==> config.mk <==
export PLATFORM = sky130hd
export DESIGN_NAME = base64_stream_encoder_core
export DESIGN_NICKNAME = d
export VERILOG_FILES = /design/src/b64e_pkg.sv /design/src/b64e_front.sv /design/src/b64e_fifo.sv /design/src/b64e_back.sv /design/src/base64_stream_encoder_core.sv
export SDC_FILE = /design/constraint.sdc
export NUM_CORES = 1
export LEC_CHECK = 0
export ABC_AREA = 1
export BUFFER_PORTS_ARGS = -buffer_cell sky130_fd_sc_hd__buf_2
export CORE_ASPECT_RATIO = 0.8
export CORE_MARGIN = 2
export CORE_UTILIZATION = 45
export CTS_CLUSTER_SIZE = 8
export DETAILED_ROUTE_END_ITERATION = 12
export PLACE_DENSITY = 0.61
export SYNTH_ARGS = -nofsm -noshare
export SYNTH_HDL_FRONTEND = slang
export SYNTH_SLANG_ARGS = --single-unit
==> constraint.sdc <==
create_clock -name clk -period 2.1 [get_ports clk]
set_input_delay 0.63 -clock clk [delete_from_list [all_inputs] [get_ports clk]]
set_output_delay 0.63 -clock clk [all_outputs]
set_load 0.05 [all_outputs]
==> src/b64e_pkg.sv <==
package b64e_pkg;

  localparam int unsigned QueueDepth = 2;

  localparam logic [7:0] PadChar = 8'h3D;

  localparam logic [1:0] PhaseFirst  = 2'd0;
  localparam logic [1:0] PhaseSecond = 2'd1;
  localparam logic [1:0] PhaseThird  = 2'd2;

  // One byte's worth of characters: up to four, last_idx marks the last valid slot.
  typedef struct packed {
    logic [3:0][7:0] chars;
    logic [1:0]      last_idx;
    logic            eom;
  } b64e_entry_t;

  // Standard alphabet: A-Z, a-z, 0-9, '+', '/'.
  function automatic logic [7:0] sym_to_char(input logic [5:0] sym);
    logic [7:0] v;
    begin
      v = {2'b00, sym};
      if (sym < 6'd26) begin
        sym_to_char = 8'h41 + v;
      end else if (sym < 6'd52) begin
        sym_to_char = 8'h61 + v - 8'd26;
      end else if (sym < 6'd62) begin
        sym_to_char = 8'h30 + v - 8'd52;
      end else if (sym == 6'd62) begin
        sym_to_char = 8'h2B;
      end else begin
        sym_to_char = 8'h2F;
      end
    end
  endfunction

endpackage

==> src/b64e_front.sv <==
module b64e_front (
  input  logic                 clk,
  input  logic                 rst_n,
  input  logic                 push,
  input  logic [7:0]           data_byte,
  input  logic                 end_of_message,
  output b64e_pkg::b64e_entry_t entry
);

  logic [3:0] leftover_r, leftover_nxt;
  logic [1:0] phase_r, phase_nxt;

  always_comb begin
    entry.chars    = {4{b64e_pkg::PadChar}};
    entry.last_idx = 2'd0;
    entry.eom      = end_of_message;
    leftover_nxt   = leftover_r;
    phase_nxt      = phase_r;
    unique case (phase_r)
      b64e_pkg::PhaseSecond: begin
        entry.chars[0] = b64e_pkg::sym_to_char({leftover_r[1:0], data_byte[7:4]});
        leftover_nxt   = data_byte[3:0];
        phase_nxt      = b64e_pkg::PhaseThird;
        if (end_of_message) begin
          entry.chars[1] = b64e_pkg::sym_to_char({data_byte[3:0], 2'b00});
          entry.last_idx = 2'd2;
        end
      end
      b64e_pkg::PhaseThird: begin
        entry.chars[0] = b64e_pkg::sym_to_char({leftover_r, data_byte[7:6]});
        entry.chars[1] = b64e_pkg::sym_to_char(data_byte[5:0]);
        entry.last_idx = 2'd1;
        leftover_nxt   = 4'd0;
        phase_nxt      = b64e_pkg::PhaseFirst;
      end
      default: begin
        entry.chars[0] = b64e_pkg::sym_to_char(data_byte[7:2]);
        leftover_nxt   = {2'b00, data_byte[1:0]};
        phase_nxt      = b64e_pkg::PhaseSecond;
        if (end_of_message) begin
          entry.chars[1] = b64e_pkg::sym_to_char({data_byte[1:0], 4'b0000});
          entry.last_idx = 2'd3;
        end
      end
    endcase
    if (end_of_message) begin
      leftover_nxt = 4'd0;
      phase_nxt    = b64e_pkg::PhaseFirst;
    end
  end

  always_ff @(posedge clk) begin
    if (!rst_n) begin
      leftover_r <= 4'd0;
      phase_r    <= b64e_pkg::PhaseFirst;
    end else if (push) begin
      leftover_r <= leftover_nxt;
      phase_r    <= phase_nxt;
    end
  end

endmodule

==> src/b64e_fifo.sv <==
module b64e_fifo #(
  parameter int unsigned DEPTH = b64e_pkg::QueueDepth
) (
  input  logic                 clk,
  input  logic                 rst_n,
  input  logic                 push,
  input  b64e_pkg::b64e_entry_t push_entry,
  output logic                 full,
  input  logic                 pop,
  output logic                 head_valid,
  output b64e_pkg::b64e_entry_t head_entry
);

  localparam int unsigned PtrW = (DEPTH > 1) ? $clog2(DEPTH) : 1;
  localparam int unsigned CntW = $clog2(DEPTH + 1);
  localparam logic [PtrW-1:0] LastPtr = PtrW'(DEPTH - 1);

  b64e_pkg::b64e_entry_t mem [DEPTH];

  logic [PtrW-1:0] wr_ptr_r, rd_ptr_r;
  logic [CntW-1:0] count_r;

  assign full       = (count_r == CntW'(DEPTH));
  assign head_valid = (count_r != '0);
  assign head_entry = mem[rd_ptr_r];

  always_ff @(posedge clk) begin
    if (push) begin
      mem[wr_ptr_r] <= push_entry;
    end
  end

  always_ff @(posedge clk) begin
    if (!rst_n) begin
      wr_ptr_r <= '0;
      rd_ptr_r <= '0;
      count_r  <= '0;
    end else begin
      if (push) begin
        wr_ptr_r <= (wr_ptr_r == LastPtr) ? '0 : wr_ptr_r + 1'b1;
      end
      if (pop) begin
        rd_ptr_r <= (rd_ptr_r == LastPtr) ? '0 : rd_ptr_r + 1'b1;
      end
      if (push && !pop) begin
        count_r <= count_r + 1'b1;
      end else if (pop && !push) begin
        count_r <= count_r - 1'b1;
      end
    end
  end

endmodule

==> src/b64e_back.sv <==
module b64e_back (
  input  logic                 clk,
  input  logic                 rst_n,
  input  logic                 head_valid,
  input  b64e_pkg::b64e_entry_t head_entry,
  output logic                 pop,
  output logic                 out_valid,
  input  logic                 out_stall,
  output logic [7:0]           out_code_char,
  output logic                 out_final_char
);

  logic [1:0] idx_r;
  logic       valid_r;
  logic [7:0] char_r;
  logic       final_r;
  logic       load;
  logic       at_last;

  assign load    = head_valid && (!valid_r || !out_stall);
  assign at_last = (idx_r == head_entry.last_idx);
  assign pop     = load && at_last;

  assign out_valid      = valid_r;
  assign out_code_char  = char_r;
  assign out_final_char = final_r;

  always_ff @(posedge clk) begin
    if (!rst_n) begin
      idx_r   <= 2'd0;
      valid_r <= 1'b0;
    end else begin
      if (load) begin
        idx_r   <= at_last ? 2'd0 : idx_r + 2'd1;
        valid_r <= 1'b1;
      end else if (!out_stall) begin
        valid_r <= 1'b0;
      end
    end
  end

  always_ff @(posedge clk) begin
    if (load) begin
      char_r  <= head_entry.chars[idx_r];
      final_r <= head_entry.eom && at_last;
    end
  end

endmodule

==> src/base64_stream_encoder_core.sv <==
// Base64 stream encoder, standard alphabet ('+', '/'), '=' padding. Bytes go
// in one per word with an end-of-message flag; characters come out one per
// word, the last one of a message flagged by out_final_char. A byte is taken
// and turned at once into its one to four characters, which wait in a short
// queue (QUEUE_DEPTH entries) while the output side sends them out at one
// character per cycle while out_stall is low. Sustained rate is therefore set
// by the output register: 4 characters per 3 bytes, one character for the
// first and second byte of a group, two for the third byte of a group, and up
// to four for a last byte. The first character of a byte is held in the queue
// and then in the output register. No configuration; no clearing after reset.
module base64_stream_encoder_core #(
  parameter int unsigned QUEUE_DEPTH = b64e_pkg::QueueDepth
) (
  input  logic       clk,
  input  logic       rst_n,
  // byte input
  input  logic       in_valid,
  output logic       in_stall,
  input  logic [7:0] in_data_byte,
  input  logic       in_end_of_message,
  // character output
  output logic       out_valid,
  input  logic       out_stall,
  output logic [7:0] out_code_char,
  output logic       out_final_char
);

  b64e_pkg::b64e_entry_t push_entry;
  b64e_pkg::b64e_entry_t head_entry;
  logic                  q_full;
  logic                  q_valid;
  logic                  q_pop;
  logic                  push;

  // front side stalls only on a full queue
  assign in_stall = q_full;
  assign push     = in_valid && !q_full;

  // classify the byte by group position, build its characters
  b64e_front u_front (
    .clk            (clk),
    .rst_n          (rst_n),
    .push           (push),
    .data_byte      (in_data_byte),
    .end_of_message (in_end_of_message),
    .entry          (push_entry)
  );

  // decouples byte intake from character output
  b64e_fifo #(
    .DEPTH (QUEUE_DEPTH)
  ) u_fifo (
    .clk        (clk),
    .rst_n      (rst_n),
    .push       (push),
    .push_entry (push_entry),
    .full       (q_full),
    .pop        (q_pop),
    .head_valid (q_valid),
    .head_entry (head_entry)
  );

  // serializes each entry, one character per word
  b64e_back u_back (
    .clk            (clk),
    .rst_n          (rst_n),
    .head_valid     (q_valid),
    .head_entry     (head_entry),
    .pop            (q_pop),
    .out_valid      (out_valid),
    .out_stall      (out_stall),
    .out_code_char  (out_code_char),
    .out_final_char (out_final_char)
  );

endmodule
==> results of run 1 <==
## per-stage QoR
| step | hold slack, ns | worst slack, ns | TNS, ns | utilization | instance area (um^2) |
|---|---|---|---|---|---|
| 2_1_floorplan | 0.464 | 0.0248 | 0 | - | 4580 |
| 3_3_place_gp | 0.467 | -0.277 | -2.30 | 0.560 | 5470 |
| 3_5_place_dp | 0.480 | -0.249 | -2.73 | 0.560 | 5470 |
| 4_1_cts | 0.492 | 0.0923 | 0 | 0.591 | 5770 |
| 5_1_grt | 0.532 | 0.00131 | 0 | 0.593 | 5790 |
| 6_report | 0.485 | 0.144 | 0 | 0.593 | 5790 |
## cells in the final DEF (no fill, tap or decap)
cell                         Yosys  final
sky130_fd_sc_hd__xnor2_1         3      3
sky130_fd_sc_hd__nand3_4         2      2
sky130_fd_sc_hd__nor2_2          3      5
sky130_fd_sc_hd__inv_2          13     14
sky130_fd_sc_hd__clkinv_1        2      2
sky130_fd_sc_hd__a21oi_1        39     39
sky130_fd_sc_hd__buf_4           6     98
sky130_fd_sc_hd__edfxtp_1       47     47
sky130_fd_sc_hd__nand3_2         2      2
sky130_fd_sc_hd__o22ai_1         3      3
sky130_fd_sc_hd__ha_1           26     26
sky130_fd_sc_hd__nor3_1          4      4
sky130_fd_sc_hd__nor2_4          3      3
sky130_fd_sc_hd__clkbuf_16       0      9
sky130_fd_sc_hd__a31oi_1         3      2
sky130_fd_sc_hd__clkinv_4        0      3
sky130_fd_sc_hd__nand2_2         2      2
sky130_fd_sc_hd__xor2_2          0      1
sky130_fd_sc_hd__clkinvlp_4      0      2
sky130_fd_sc_hd__buf_12          0      1
sky130_fd_sc_hd__a21oi_2         2      2
sky130_fd_sc_hd__inv_1          58     57
sky130_fd_sc_hd__o221ai_1        5      5
sky130_fd_sc_hd__a211oi_1        2      2
sky130_fd_sc_hd__bufinv_16       0      1
sky130_fd_sc_hd__nand2_1       151    151
sky130_fd_sc_hd__dfxtp_1        14     13
sky130_fd_sc_hd__nor2_1         54     52
sky130_fd_sc_hd__dfxtp_2         0      1
sky130_fd_sc_hd__o21ai_1         8      8
sky130_fd_sc_hd__o21ai_0        50     50
sky130_fd_sc_hd__nand4_1         9      9
sky130_fd_sc_hd__o211ai_1       11     11
sky130_fd_sc_hd__a31oi_2         0      1
sky130_fd_sc_hd__clkinv_2        0      1
sky130_fd_sc_hd__buf_2           9     23
sky130_fd_sc_hd__xor2_1         11     10
sky130_fd_sc_hd__nand3_1        73     73
## power groups by stage
stage                     Combinational (mW)  Clock [mW]  Sequential (mW)
final                                   2.70        1.44             1.88
after global routing                    2.96        1.52             1.92
after CTS                               2.65        1.47             1.88
after detailed placement                2.64           0             1.90
after global placement                  2.60           0             1.90
after floorplan                         1.38           0             2.23
## state kept, by name, summed over array words and instances (netlist names), named ones only
signal	count
u_back.idx_r	2
u_back.out_code_char	8
u_back.out_final_char	1
u_back.out_valid	1
u_fifo.count_r	2
u_fifo.mem	38
u_fifo.rd_ptr_r	1
u_fifo.wr_ptr_r	1
u_front.leftover_r	4
u_front.phase_r	2
## worst paths after layout
kind | start | end | slack (ns) | depth (start not counted)
worst min register to register | u_back.out_valid | u_back.out_valid | 0.48 | 2
worst max-delay path | u_front.phase_r[0] | u_front.leftover_r[1] | 0.14 | 8
worst max register to register | u_front.phase_r[0] | u_front.leftover_r[1] | 0.14 | 8
worst min-delay path | u_back.out_valid | u_back.out_valid | 0.48 | 2
## tightest hold or removal path: cells and delay by family (launching register included)
| family | cells | cell delay [ns] |
|---|---|---|
| flip-flops | 1 | 0.30 |
| AND/OR/NAND/NOR | 1 | 0.07 |
| AO/OA/AOI/OAI | 1 | 0.06 |
## per-layer routing
| metal | share of wire | track usage | vias up |
|---|---|---|---|
| li1 | - | - | 2326 |
| met1 | 0.47 | 0.402 | 2141 |
| met2 | 0.44 | 0.412 | 200 |
| met3 | 0.085 | 0.0574 | 18 |
| met4 | 0.012 | 0.0461 | 0 |
| met5 | 0 | 0 | - |
## layout make-up
cell class                      instances  area [um^2]
Fill cell                             974         3980
Multi-Input combinational cell        466         2480
Sequential cell                        61         1690
Timing Repair Buffer                  122          871
Inverter                               73          274
Clock buffer                            9          225
Tap cell                              136          170
Clock inverter                          7         76.3
## kinds of logic after synthesis
logic type	Yosys count	share of synthesized area
adder cells (fa/ha/maj)	26	0.0711
AO/OA/AOI/OAI	123	0.149
AND/OR/NAND/NOR	303	0.291
buffers and inverters	96	0.0927
XOR/XNOR	14	0.0268
flip-flops	61	0.370
==> report_table.html, run 1 <==
<table>
<tr><th>Metric</th><th>Value</th></tr>
<tr><th colspan="2">Status</th></tr>
<tr><td>Outcome</td><td>finished clean</td></tr>
<tr><th colspan="2">Synthesis</th></tr>
<tr><td>Top post-synthesis cells by area</td><td>sky130_fd_sc_hd__edfxtp_1 (31%), sky130_fd_sc_hd__nand2_1 (12%), sky130_fd_sc_hd__nand3_1 (8.0%)</td></tr>
<tr><td>Ys flop type</td><td>sky130_fd_sc_hd__edfxtp_1</td></tr>
<tr><td>Synthesized instance count</td><td>623</td></tr>
<tr><td>Library cell with the highest instance count after synthesis</td><td>sky130_fd_sc_hd__nand2_1</td></tr>
<tr><td>Sequential fraction of the synthesis area</td><td>0.370</td></tr>
<tr><td>Top cell type's share of synthesized area</td><td>0.308</td></tr>
<tr><td>Net count after synthesis</td><td>662</td></tr>
<tr><td>Avg Synthesized Cell Area</td><td>7.35 um^2</td></tr>
<tr><td>Count of yosys warnings during synthesis</td><td>0</td></tr>
<tr><td>Largest area contributor in the netlist</td><td>sky130_fd_sc_hd__edfxtp_1</td></tr>
<tr><td>Share of flip-flops with an asynchronous set or reset</td><td>0</td></tr>
<tr><td>Most frequent cells after synthesis</td><td>sky130_fd_sc_hd__nand2_1 (151), sky130_fd_sc_hd__nand3_1 (73), sky130_fd_sc_hd__inv_1 (58)</td></tr>
<tr><td>Cell area after synthesis</td><td>0.00458 mm^2</td></tr>
<tr><td>Flip-flop and latch count after synthesis</td><td>61</td></tr>
<tr><td>Count of flip-flops with a built-in enable after synthesis</td><td>47</td></tr>
<tr><td>Library cells used by synthesis</td><td>31</td></tr>
<tr><th colspan="2">Pwr</th></tr>
<tr><td>Overall Power</td><td>6.02 mW</td></tr>
<tr><td>Gate power share</td><td>0.448</td></tr>
<tr><td>Clk pwr share</td><td>0.240</td></tr>
<tr><td>Power density over the cells</td><td>1040 mW/mm^2</td></tr>
<tr><td>Switch Pwr</td><td>2.45 mW</td></tr>
<tr><td>Leakage power summed over all cells</td><td>2.63 nW</td></tr>
<tr><td>Power share of the sequential group</td><td>0.313</td></tr>
<tr><td>VDD IR max</td><td>0.000826 V</td></tr>
<tr><td>Cell Int Power</td><td>3.57 mW</td></tr>
<tr><td>Sw Ratio</td><td>0.407</td></tr>
<tr><th colspan="2">Clocking</th></tr>
<tr><td>Clock root buffer</td><td>sky130_fd_sc_hd__clkbuf_16</td></tr>
<tr><td>Worst-path clk slew</td><td>0.05 ns</td></tr>
<tr><td>CTS tree</td><td>yes</td></tr>
<tr><td>Number of CTS-inserted buffers</td><td>9</td></tr>
<tr><td>Longest Clk Path Bufs</td><td>2</td></tr>
<tr><td>Post-CTS setup repair buffer count</td><td>0</td></tr>
<tr><td>Clock H-tree levels</td><td>3</td></tr>
<tr><td>Clk Latency, worst-skew pair</td><td>0.33 ns</td></tr>
<tr><td>Cells resized by post-CTS repair</td><td>0</td></tr>
<tr><td>Number of clock sinks</td><td>61</td></tr>
<tr><td>Number of hold-repair buffers added at the cts stage</td><td>0</td></tr>
<tr><th colspan="2">Setup path</th></tr>
<tr><td>Data required, critical path</td><td>2.30 ns</td></tr>
<tr><td>Largest stage delay on the critical path</td><td>0.41 ns</td></tr>
<tr><td>Kind of cell adding the most delay to the critical path</td><td>compound AO/OA/AOI/OAI gates</td></tr>
<tr><td>Number of buffers and inverters on the critical path</td><td>3</td></tr>
<tr><td>Critical path endpoint category</td><td>flip-flop</td></tr>
<tr><td>Cell mode on critical path</td><td>sky130_fd_sc_hd__buf_4</td></tr>
<tr><td>Peak fanout along the critical path</td><td>7</td></tr>
<tr><td>Worst setup path class</td><td>flip-flop to flip-flop</td></tr>
<tr><td>Cell breakdown of the critical path</td><td>inv_1, ha_1, buf_4, nor2_1, buf_4, nor3_1, o21ai_0, a21oi_1</td></tr>
<tr><td>Critical Path Source Type</td><td>flip-flop</td></tr>
<tr><td>Crit path arrival time</td><td>2.15 ns</td></tr>
<tr><td>Slowest library cell on the worst path</td><td>sky130_fd_sc_hd__ha_1</td></tr>
<tr><th colspan="2">Die</th></tr>
<tr><td>Die Footprint</td><td>0.0110 mm^2</td></tr>
<tr><td>Placeable core area</td><td>0.00977 mm^2</td></tr>
<tr><td>Top-Level Pins</td><td>24</td></tr>
<tr><td>Horizontal extent of the die</td><td>117 um</td></tr>
<tr><td>Die height</td><td>94.2 um</td></tr>
<tr><td>Initial core utilization</td><td>0.468</td></tr>
<tr><td>Site row count</td><td>32</td></tr>
<tr><th colspan="2">Finish</th></tr>
<tr><td>Antenna cell count</td><td>0</td></tr>
<tr><td>Fin cells</td><td>874</td></tr>
<tr><td>Area growth from synthesis to layout</td><td>26.5%</td></tr>
<tr><td>Final Net Count</td><td>772</td></tr>
<tr><td>Layout cells sized above 1</td><td>0.232</td></tr>
<tr><th colspan="2">STA</th></tr>
<tr><td>Highest attainable clock frequency</td><td>511 MHz</td></tr>
<tr><td>Final Slew Violations</td><td>0</td></tr>
<tr><td>Hold Fails Final Rpt</td><td>0</td></tr>
<tr><td>Fraction of the cycle the final worst path needs</td><td>0.931</td></tr>
<tr><td>Slew margin rel.</td><td>0.718</td></tr>
<tr><td>Clock period minus final worst setup slack</td><td>1.96 ns</td></tr>
<tr><td>Max Clock Skew</td><td>0.00388 ns</td></tr>
<tr><td>Setup repair after global routing missed its margin</td><td>false</td></tr>
<tr><td>Slew at the pin closest to its max-slew limit</td><td>0.418 ns</td></tr>
<tr><td>Number of endpoints failing setup at the final stage</td><td>0</td></tr>
<tr><th colspan="2">Route</th></tr>
<tr><td>Antenna Nets Post-Route</td><td>0</td></tr>
<tr><td>WL final</td><td>14000 um</td></tr>
<tr><td>Drt first pass iters</td><td>5</td></tr>
<tr><td>Number of design rule violations left after detail routing</td><td>0</td></tr>
<tr><td>Routed len/inst</td><td>16.0 um</td></tr>
<tr><td>DR vias</td><td>4685</td></tr>
<tr><td>Iteration-0 DRC count of the detailed router</td><td>466</td></tr>
<tr><td>Detailed-route vias per instance</td><td>5.36</td></tr>
<tr><th colspan="2">Place</th></tr>
<tr><td>Hpwl dp</td><td>11000 um</td></tr>
<tr><td>Final estimated routing congestion in global placement</td><td>0.943</td></tr>
<tr><td>Port Buffers</td><td>23</td></tr>
<tr><td>Placed Cells incl. Taps</td><td>858</td></tr>
<tr><th colspan="2">GRT</th></tr>
<tr><td>Number of antenna violations at the first check in global routing</td><td>0</td></tr>
<tr><td>Tot GR Track Use</td><td>0.271</td></tr>
<tr><td>Aggregate global routing overflow</td><td>0</td></tr>
<tr><td>Wire length of the first global-routing pass</td><td>22500 um</td></tr>
<tr><td>Pin count of the biggest net entering global routing</td><td>21</td></tr>
<tr><td>Number of global-route vias before repair</td><td>4250</td></tr>
<tr><th colspan="2">Run</th></tr>
<tr><td>Max capacitance violation total</td><td>0</td></tr>
<tr><th colspan="2">Hold path</th></tr>
<tr><td>Worst min-delay path class</td><td>flip-flop to flip-flop</td></tr>
</table>
Note: power is estimated with default switching activity, not from simulation.
==> run 2, diff against run 1 <==
- CELL_PAD_IN_SITES_DETAIL_PLACEMENT: not set -> 1
- CELL_PAD_IN_SITES_GLOBAL_PLACEMENT: not set -> 2
- CORE_UTILIZATION: 45 -> 36
- PLACE_DENSITY: 0.61 -> 0.74
- SYNTH_HIERARCHICAL: not set -> 1
==> run 2 against run 1 <==
Register-to-register slack barely moved. Synthesized cell count rose by 11%. Worst setup slack got worse by 0.026 ns. Clock skew rose by 0.0035 ns. Clock-buffer cell count did not move. Clock power rose by 9.7%. Via count rose by 12%. Critical path depth rose by 4. Area after synthesis rose by 34%. Sequential cell count rose by 32. Sequential power rose by 42%. Routed wire length rose by 32%.
==> report_table.html, run 2 <==
<table>
<tr><th>Metric</th><th>Value</th></tr>
<tr><th colspan="2">Synthesis</th></tr>
<tr><td>Top cell type's share of synthesized area</td><td>0.386</td></tr>
<tr><td>Library cell with the highest instance count after synthesis</td><td>sky130_fd_sc_hd__nand2_1</td></tr>
<tr><td>Ys flop type</td><td>sky130_fd_sc_hd__edfxtp_1</td></tr>
<tr><td>Count of flip-flops with a built-in enable after synthesis</td><td>79</td></tr>
<tr><td>Most frequent cells after synthesis</td><td>sky130_fd_sc_hd__nand2_1 (152), sky130_fd_sc_hd__edfxtp_1 (79), sky130_fd_sc_hd__inv_1 (61), sky130_fd_sc_hd__nor2_1 (61), sky130_fd_sc_hd__nand3_1 (57)</td></tr>
<tr><td>Flip-flop and latch count after synthesis</td><td>93</td></tr>
<tr><td>Count of yosys warnings during synthesis</td><td>6</td></tr>
<tr><td>Avg Synthesized Cell Area</td><td>8.89 um^2</td></tr>
<tr><td>Library cells used by synthesis</td><td>41</td></tr>
<tr><td>Sequential fraction of the synthesis area</td><td>0.432</td></tr>
<tr><td>Cell area after synthesis</td><td>0.00614 mm^2</td></tr>
<tr><td>Largest area contributor in the netlist</td><td>sky130_fd_sc_hd__edfxtp_1</td></tr>
<tr><td>Share of flip-flops with an asynchronous set or reset</td><td>0</td></tr>
<tr><td>Top post-synthesis cells by area</td><td>sky130_fd_sc_hd__edfxtp_1 (39%), sky130_fd_sc_hd__nand2_1 (9.3%), sky130_fd_sc_hd__mux2_4 (7.3%)</td></tr>
<tr><td>Synthesized instance count</td><td>691</td></tr>
<tr><th colspan="2">Clocking</th></tr>
<tr><td>Longest Clk Path Bufs</td><td>2</td></tr>
<tr><td>Clock H-tree levels</td><td>3</td></tr>
<tr><td>CTS tree</td><td>yes</td></tr>
<tr><td>Clock root buffer</td><td>sky130_fd_sc_hd__clkbuf_16</td></tr>
<tr><td>Number of CTS-inserted buffers</td><td>9</td></tr>
<tr><td>Worst-path clk slew</td><td>0.07 ns</td></tr>
<tr><td>Clk Latency, worst-skew pair</td><td>0.34 ns</td></tr>
<tr><td>Number of clock sinks</td><td>93</td></tr>
<tr><th colspan="2">Die</th></tr>
<tr><td>Site row count</td><td>42</td></tr>
<tr><td>Die height</td><td>121 um</td></tr>
<tr><td>Placeable core area</td><td>0.0166 mm^2</td></tr>
<tr><td>Die Footprint</td><td>0.0181 mm^2</td></tr>
<tr><td>Horizontal extent of the die</td><td>150 um</td></tr>
<tr><td>Top-Level Pins</td><td>24</td></tr>
<tr><td>Initial core utilization</td><td>0.370</td></tr>
<tr><th colspan="2">Setup path</th></tr>
<tr><td>Cell mode on critical path</td><td>sky130_fd_sc_hd__nand2_1</td></tr>
<tr><td>Peak fanout along the critical path</td><td>7</td></tr>
<tr><td>Slowest library cell on the worst path</td><td>sky130_fd_sc_hd__ha_1</td></tr>
<tr><td>Critical path endpoint category</td><td>flip-flop</td></tr>
<tr><td>Number of buffers and inverters on the critical path</td><td>3</td></tr>
<tr><td>Largest stage delay on the critical path</td><td>0.22 ns</td></tr>
<tr><td>Data required, critical path</td><td>2.17 ns</td></tr>
<tr><td>Crit path arrival time</td><td>2.05 ns</td></tr>
<tr><td>Critical Path Source Type</td><td>input pin</td></tr>
<tr><td>Kind of cell adding the most delay to the critical path</td><td>simple AND/OR/NAND/NOR gates</td></tr>
<tr><td>Cell breakdown of the critical path</td><td>buf_2, buf_4, ha_1, nand2_1, nor2_4, nor2_4, inv_4, or2_0, nand3_1, nand2_1, nand2_1, nand2_1</td></tr>
<tr><td>Worst setup path class</td><td>input pin to flip-flop</td></tr>
<tr><th colspan="2">Pwr</th></tr>
<tr><td>Power density over the cells</td><td>966 mW/mm^2</td></tr>
<tr><td>Cell Int Power</td><td>4.38 mW</td></tr>
<tr><td>Power share of the sequential group</td><td>0.378</td></tr>
<tr><td>Gate power share</td><td>0.398</td></tr>
<tr><td>Leakage power summed over all cells</td><td>3.18 nW</td></tr>
<tr><td>Sw Ratio</td><td>0.379</td></tr>
<tr><td>VDD IR max</td><td>0.000619 V</td></tr>
<tr><td>Clk pwr share</td><td>0.224</td></tr>
<tr><td>Switch Pwr</td><td>2.68 mW</td></tr>
<tr><th colspan="2">Route</th></tr>
<tr><td>Detailed-route vias per instance</td><td>5.11</td></tr>
<tr><td>DR vias</td><td>5232</td></tr>
<tr><td>Antenna Nets Post-Route</td><td>0</td></tr>
<tr><td>Drt first pass iters</td><td>5</td></tr>
<tr><td>Routed len/inst</td><td>18.1 um</td></tr>
<tr><td>WL final</td><td>18500 um</td></tr>
<tr><td>Iteration-0 DRC count of the detailed router</td><td>289</td></tr>
<tr><td>Number of design rule violations left after detail routing</td><td>0</td></tr>
<tr><th colspan="2">Finish</th></tr>
<tr><td>Register with the highest flop count</td><td>u_fifo/mem</td></tr>
<tr><td>Final cell utilization of the core</td><td>0.440</td></tr>
<tr><td># fillers</td><td>2004</td></tr>
<tr><td>Layout cells sized above 1</td><td>0.270</td></tr>
<tr><td>Area growth from synthesis to layout</td><td>18.9%</td></tr>
<tr><td>Final Net Count</td><td>833</td></tr>
<tr><td>Fin cells</td><td>1023</td></tr>
<tr><td>Most frequent standard cell in the layout excluding fill and tap cells</td><td>sky130_fd_sc_hd__nand2_1</td></tr>
<tr><td>Most used cells in the layout excluding fill and tap cells</td><td>sky130_fd_sc_hd__nand2_1 (152), sky130_fd_sc_hd__buf_4 (99), sky130_fd_sc_hd__edfxtp_1 (79), sky130_fd_sc_hd__inv_1 (60), sky130_fd_sc_hd__nor2_1 (59)</td></tr>
<tr><td>Antenna cell count</td><td>0</td></tr>
<tr><td>Final design instance area without fill</td><td>0.00730 mm^2</td></tr>
<tr><td>Flip-flop count of the largest register after layout</td><td>70</td></tr>
<tr><th colspan="2">GRT</th></tr>
<tr><td>Pin count of the biggest net entering global routing</td><td>36</td></tr>
<tr><td>Wire length of the first global-routing pass</td><td>29600 um</td></tr>
<tr><td>Number of antenna violations at the first check in global routing</td><td>0</td></tr>
<tr><td>Number of global-route vias before repair</td><td>5454</td></tr>
<tr><td>Tot GR Track Use</td><td>0.213</td></tr>
<tr><td>Aggregate global routing overflow</td><td>0</td></tr>
<tr><th colspan="2">Hold path</th></tr>
<tr><td>Worst min-delay path class</td><td>flip-flop to flip-flop</td></tr>
<tr><th colspan="2">STA</th></tr>
<tr><td>Hold Fails Final Rpt</td><td>0</td></tr>
<tr><td>Final total negative setup slack</td><td>0 ns</td></tr>
<tr><td>Fraction of the cycle the final worst path needs</td><td>0.944</td></tr>
<tr><td>Highest attainable clock frequency</td><td>505 MHz</td></tr>
<tr><td>Number of endpoints failing setup at the final stage</td><td>0</td></tr>
<tr><td>Clock period minus final worst setup slack</td><td>1.98 ns</td></tr>
<tr><td>Tightest hold margin</td><td>0.498 ns</td></tr>
<tr><td>Max Clock Skew</td><td>0.00735 ns</td></tr>
<tr><td>Setup repair after global routing missed its margin</td><td>false</td></tr>
<tr><td>Final Slew Violations</td><td>0</td></tr>
<tr><th colspan="2">Run</th></tr>
<tr><td>Max capacitance violation total</td><td>0</td></tr>
<tr><th colspan="2">Place</th></tr>
<tr><td>Cell Area, Placed</td><td>0.00700 mm^2</td></tr>
<tr><td>Final estimated routing congestion in global placement</td><td>0.857</td></tr>
<tr><td>Port Buffers</td><td>23</td></tr>
<tr><td>Hpwl dp</td><td>14700 um</td></tr>
<tr><td>Placed Cells incl. Taps</td><td>1007</td></tr>
<tr><th colspan="2">Status</th></tr>
<tr><td>Outcome</td><td>finished clean</td></tr>
</table>
[run 2: cell count changes after synthesis, sizes merged, moves of 5 or more]
cell    change
buf        +21
a21oi      -13
nand2       +7
o221ai      -5
nand3      -17
edfxtp     +32
nand4       +6
mux2       +35
xor2        -6
o22ai       +6
nor2        +8
[run 2: path summary, 6_finish.rpt]
kind / start / end / slack, ns / cells past startpoint
setup / recovery: in_data_byte[7] / u_fifo/mem[0][4] / 0.12 / 12
hold / removal: u_front/phase_r[1] / u_front/phase_r[1] / 0.50 / 2
setup reg to reg: u_front/leftover_r[0] / u_fifo/mem[0][4] / 0.15 / 11
hold reg to reg: u_front/phase_r[1] / u_front/phase_r[1] / 0.50 / 2
[run 2: timing repair]
action,CTS,global route
setup buffers,0,0
hold buffers,0,0
setup endpoints to repair,0,12
resized for setup,0,7
[run 2: power groups by stage]
stage / sequential, mW / combinational, mW / clock, mW
after floorplan: 3.03 / 1.76 / 0
after global placement: 2.69 / 2.73 / 0
after detailed placement: 2.71 / 2.80 / 0
after CTS: 2.68 / 2.82 / 1.62
after global routing: 2.71 / 3.07 / 1.69
final: 2.67 / 2.81 / 1.58
[run 2: per-stage QoR]
| stage | worst slack [ns] | total power, mW |
|---|---|---|
| 2_1_floorplan | 0.0404 | 4.79 |
| 4_1_cts | 0.0301 | 7.12 |
| 6_report | 0.119 | 7.06 |
| 3_3_place_gp | -0.241 | 5.43 |
| 5_1_grt | 0.00992 | 7.48 |
| 3_5_place_dp | -0.333 | 5.52 |
[run 2: per-layer routing]
metal  vias to the layer above  track usage  part of all wire
met1                      2596        0.320              0.50
met5                         -            0                 0
met3                        12       0.0312             0.039
met4                         0       0.0330            0.0068
li1                       2523            -                 -
met2                       101        0.331              0.45
[run 2: layout make-up]
| type | instances | area, um^2 | area share |
|---|---|---|---|
| clock inverters | 7 | 65.1 | 0.00891 |
| repair buffers | 124 | 898 | 0.123 |
| well taps | 220 | 275 | 0.0377 |
| inverters | 74 | 285 | 0.0391 |
| multi-input cells | 496 | 2900 | 0.397 |
| clock buffers | 9 | 225 | 0.0308 |
| flip-flops and latches | 93 | 2660 | 0.364 |
[run 2: cells by family after synthesis]
logic type | after synthesis | synth area share
xor gates and xnor gates | 10 | 0.0143
adders and majority gates | 22 | 0.0448
DFF | 93 | 0.432
buffers and inverters | 116 | 0.109
other | 2 | 0.00122
and+or+nand+nor | 310 | 0.224
AOI/OAI and AO/OA | 103 | 0.0927
muxes | 35 | 0.0825
[run 2: tightest hold or removal path, cell delays in order (launching register included)]
cell and delay, ns:
sky130_fd_sc_hd__dfxtp_1 0.33, sky130_fd_sc_hd__nand2_1 0.07, sky130_fd_sc_hd__a21oi_1 0.06
==> run 3, diff against run 2 <==
- CORE_MARGIN: 2 -> 4
- CORE_UTILIZATION: 36 -> 43
- PLACE_DENSITY: 0.74 -> 0.84
- RECOVER_POWER: not set -> 100
- clock period: 2.1 -> 2.4 ns (I/O delays scaled with it)
==> run 3 against run 2 <==
Utilization is 5.6 points higher. Clock skew decreased by 0.0010 ns. Combinational power down 19%. Cell count is 7.9% lower. Critical path depth down 8. Global-route usage grew 1.6 points. Non-clock buffer count shrank 41. Cell area shrank 6.4%. Sequential share of layout area rose by 2.5 points. Sequential power fell by 11%. Sequential cell count unchanged. Critical path type is now flip-flop to flip-flop. Highest routed layer unchanged.
==> report_table.html, run 3 (synthesized netlist as in run 2, its figures left out) <==
<table>
<tr><th>Metric</th><th>Value</th></tr>
<tr><th colspan="2">Clocking</th></tr>
<tr><td>Longest Clk Path Bufs</td><td>2</td></tr>
<tr><td>Number of hold-repair buffers added at the cts stage</td><td>0</td></tr>
<tr><td>Clock root buffer</td><td>sky130_fd_sc_hd__clkbuf_16</td></tr>
<tr><td>CTS tree</td><td>yes</td></tr>
<tr><td>Clk Latency, worst-skew pair</td><td>0.34 ns</td></tr>
<tr><td>Worst-path clk slew</td><td>0.07 ns</td></tr>
<tr><td>Clock H-tree levels</td><td>3</td></tr>
<tr><td>Post-CTS setup repair buffer count</td><td>0</td></tr>
<tr><td>Number of CTS-inserted buffers</td><td>9</td></tr>
<tr><td>Cells resized by post-CTS repair</td><td>0</td></tr>
<tr><td>Number of clock sinks</td><td>93</td></tr>
<tr><th colspan="2">Finish</th></tr>
<tr><td>Fin cells</td><td>942</td></tr>
<tr><td>Most frequent standard cell in the layout excluding fill and tap cells</td><td>sky130_fd_sc_hd__nand2_1</td></tr>
<tr><td>Flip-flop count of the largest register after layout</td><td>70</td></tr>
<tr><td>Final Net Count</td><td>792</td></tr>
<tr><td>Register with the highest flop count</td><td>u_fifo/mem</td></tr>
<tr><td>Antenna cell count</td><td>0</td></tr>
<tr><td>Layout cells sized above 1</td><td>0.184</td></tr>
<tr><td>Most used cells in the layout excluding fill and tap cells</td><td>sky130_fd_sc_hd__nand2_1 (155), sky130_fd_sc_hd__edfxtp_1 (79), sky130_fd_sc_hd__inv_1 (63), sky130_fd_sc_hd__nor2_1 (61), sky130_fd_sc_hd__nand3_1 (58)</td></tr>
<tr><td>Final cell utilization of the core</td><td>0.496</td></tr>
<tr><td>Area growth from synthesis to layout</td><td>11.2%</td></tr>
<tr><td># fillers</td><td>1698</td></tr>
<tr><td>Final design instance area without fill</td><td>0.00683 mm^2</td></tr>
<tr><th colspan="2">STA</th></tr>
<tr><td>Final Slew Violations</td><td>0</td></tr>
<tr><td>Max Clock Skew</td><td>0.00632 ns</td></tr>
<tr><td>Setup repair after global routing missed its margin</td><td>false</td></tr>
<tr><td>Final total negative setup slack</td><td>0 ns</td></tr>
<tr><td>Highest attainable clock frequency</td><td>458 MHz</td></tr>
<tr><td>Clock period minus final worst setup slack</td><td>2.18 ns</td></tr>
<tr><td>Number of endpoints failing setup at the final stage</td><td>0</td></tr>
<tr><td>Tightest hold margin</td><td>0.502 ns</td></tr>
<tr><td>Slew margin rel.</td><td>0.281</td></tr>
<tr><td>Fraction of the cycle the final worst path needs</td><td>0.910</td></tr>
<tr><td>Hold Fails Final Rpt</td><td>0</td></tr>
<tr><td>Slew at the pin closest to its max-slew limit</td><td>1.08 ns</td></tr>
<tr><th colspan="2">Setup path</th></tr>
<tr><td>Crit path arrival time</td><td>2.26 ns</td></tr>
<tr><td>Critical path endpoint category</td><td>flip-flop</td></tr>
<tr><td>Slack of the worst reg-to-reg path</td><td>0.22 ns</td></tr>
<tr><td>Worst setup path class</td><td>flip-flop to flip-flop</td></tr>
<tr><td>End point of the critical path</td><td>u_back/out_code_char[6]</td></tr>
<tr><td>R2R cell count</td><td>4</td></tr>
<tr><td>Peak fanout along the critical path</td><td>13</td></tr>
<tr><td>Worst r2r dst</td><td>u_back/out_code_char[6]</td></tr>
<tr><td>Data required, critical path</td><td>2.47 ns</td></tr>
<tr><td>Critical Path Source Type</td><td>flip-flop</td></tr>
<tr><th colspan="2">Route</th></tr>
<tr><td>Detailed-route vias per instance</td><td>5.45</td></tr>
<tr><td>Iteration-0 DRC count of the detailed router</td><td>356</td></tr>
<tr><td>Routed len/inst</td><td>19.3 um</td></tr>
<tr><td>Antenna Nets Post-Route</td><td>0</td></tr>
<tr><td>Drt first pass iters</td><td>5</td></tr>
<tr><td>WL final</td><td>18100 um</td></tr>
<tr><td>Number of design rule violations left after detail routing</td><td>0</td></tr>
<tr><td>DR vias</td><td>5131</td></tr>
<tr><th colspan="2">Die</th></tr>
<tr><td>Initial core utilization</td><td>0.446</td></tr>
<tr><td>Top-Level Pins</td><td>24</td></tr>
<tr><td>Die height</td><td>115 um</td></tr>
<tr><td>Horizontal extent of the die</td><td>142 um</td></tr>
<tr><td>Placeable core area</td><td>0.0138 mm^2</td></tr>
<tr><td>Die Footprint</td><td>0.0163 mm^2</td></tr>
<tr><td>Site row count</td><td>38</td></tr>
<tr><th colspan="2">Pwr</th></tr>
<tr><td>Leakage power summed over all cells</td><td>2.92 nW</td></tr>
<tr><td>Power density over the cells</td><td>886 mW/mm^2</td></tr>
<tr><td>VDD IR max</td><td>0.000592 V</td></tr>
<tr><th colspan="2">Place</th></tr>
<tr><td>Port Buffers</td><td>23</td></tr>
<tr><td>Hpwl dp</td><td>13900 um</td></tr>
<tr><td>Placed Cells incl. Taps</td><td>926</td></tr>
<tr><td>Final estimated routing congestion in global placement</td><td>0.898</td></tr>
<tr><td>Cell Area, Placed</td><td>0.00664 mm^2</td></tr>
<tr><th colspan="2">GRT</th></tr>
<tr><td>Number of antenna violations at the first check in global routing</td><td>0</td></tr>
<tr><td>Tot GR Track Use</td><td>0.229</td></tr>
<tr><td>Number of global-route vias before repair</td><td>5421</td></tr>
<tr><td>Aggregate global routing overflow</td><td>0</td></tr>
<tr><td>Wire length of the first global-routing pass</td><td>29200 um</td></tr>
<tr><td>Pin count of the biggest net entering global routing</td><td>36</td></tr>
<tr><th colspan="2">Hold path</th></tr>
<tr><td>Worst min-delay path class</td><td>flip-flop to flip-flop</td></tr>
<tr><th colspan="2">Run</th></tr>
<tr><td>Max capacitance violation total</td><td>0</td></tr>
<tr><th colspan="2">Status</th></tr>
<tr><td>Outcome</td><td>finished clean</td></tr>
</table>
-- run 3: cell types whose count changed in the layout (fill, tap and decap cells not counted), sizes merged --
cell,before,now
buf,124,61
clkbuf,9,31
inv,79,75
clkinv,1,4
bufinv,0,1
-- run 3: power by group --
group	leakage, nW	total [mW]	internal [mW]	switching (mW)
sequential	0.852	2.37	2.22	0.157
clock	0.146	1.42	0.813	0.606
combinational	1.92	2.27	0.744	1.52
-- run 3: metal layers --
metal,share of wire,wire length [um],vias to the layer above,GRT usage
li1,-,-,2435,-
met1,0.47,8530,2549,0.323
met2,0.47,8490,135,0.377
met3,0.054,975,12,0.0420
met4,0.0076,138,0,0.0384
met5,0,0,-,0
-- run 3: stage by stage --
stage | setup WS (ns) | power, mW
final | 0.216 | 6.06
after global routing | 0.0764 | 6.38
after CTS | 0.325 | 6.20
after detailed placement | -0.0307 | 4.75
after global placement | 0.0211 | 4.65
after floorplan | 0.0926 | 4.19
-- run 3: final cells by class --
class / instances / area (um^2) / area share
clock buffer: 9 / 225 / 0.0330
sequential: 93 / 2650 / 0.388
multi-input combinational: 496 / 2840 / 0.416
clock inverter: 7 / 73.8 / 0.0108
tap: 180 / 225 / 0.0330
inverter: 74 / 285 / 0.0418
timing repair buffer: 83 / 526 / 0.0769
-- run 3: worst min-delay path by stage --
| stage | start | endpoint | slack [ns] | cells after the start |
|---|---|---|---|---|
| floorplan | u_front/phase_r[1] | u_front/phase_r[1] | 0.46 | 2 |
| global placement | u_front/phase_r[1] | u_front/phase_r[1] | 0.47 | 2 |
| detailed placement | u_front/phase_r[1] | u_front/phase_r[1] | 0.50 | 2 |
| CTS | u_front/phase_r[1] | u_front/phase_r[1] | 0.51 | 2 |
| global route | u_front/phase_r[0] | u_front/phase_r[0] | 0.54 | 2 |
| finish | u_front/phase_r[1] | u_front/phase_r[1] | 0.50 | 2 |
-- run 3: critical path, stage by stage, from the launching register on --
cell and delay (ns):
sky130_fd_sc_hd__dfxtp_2 0.39, sky130_fd_sc_hd__clkbuf_1 0.82, sky130_fd_sc_hd__mux2_1 0.40, sky130_fd_sc_hd__o21ai_0 0.18
sky130_fd_sc_hd__o22ai_1 0.12
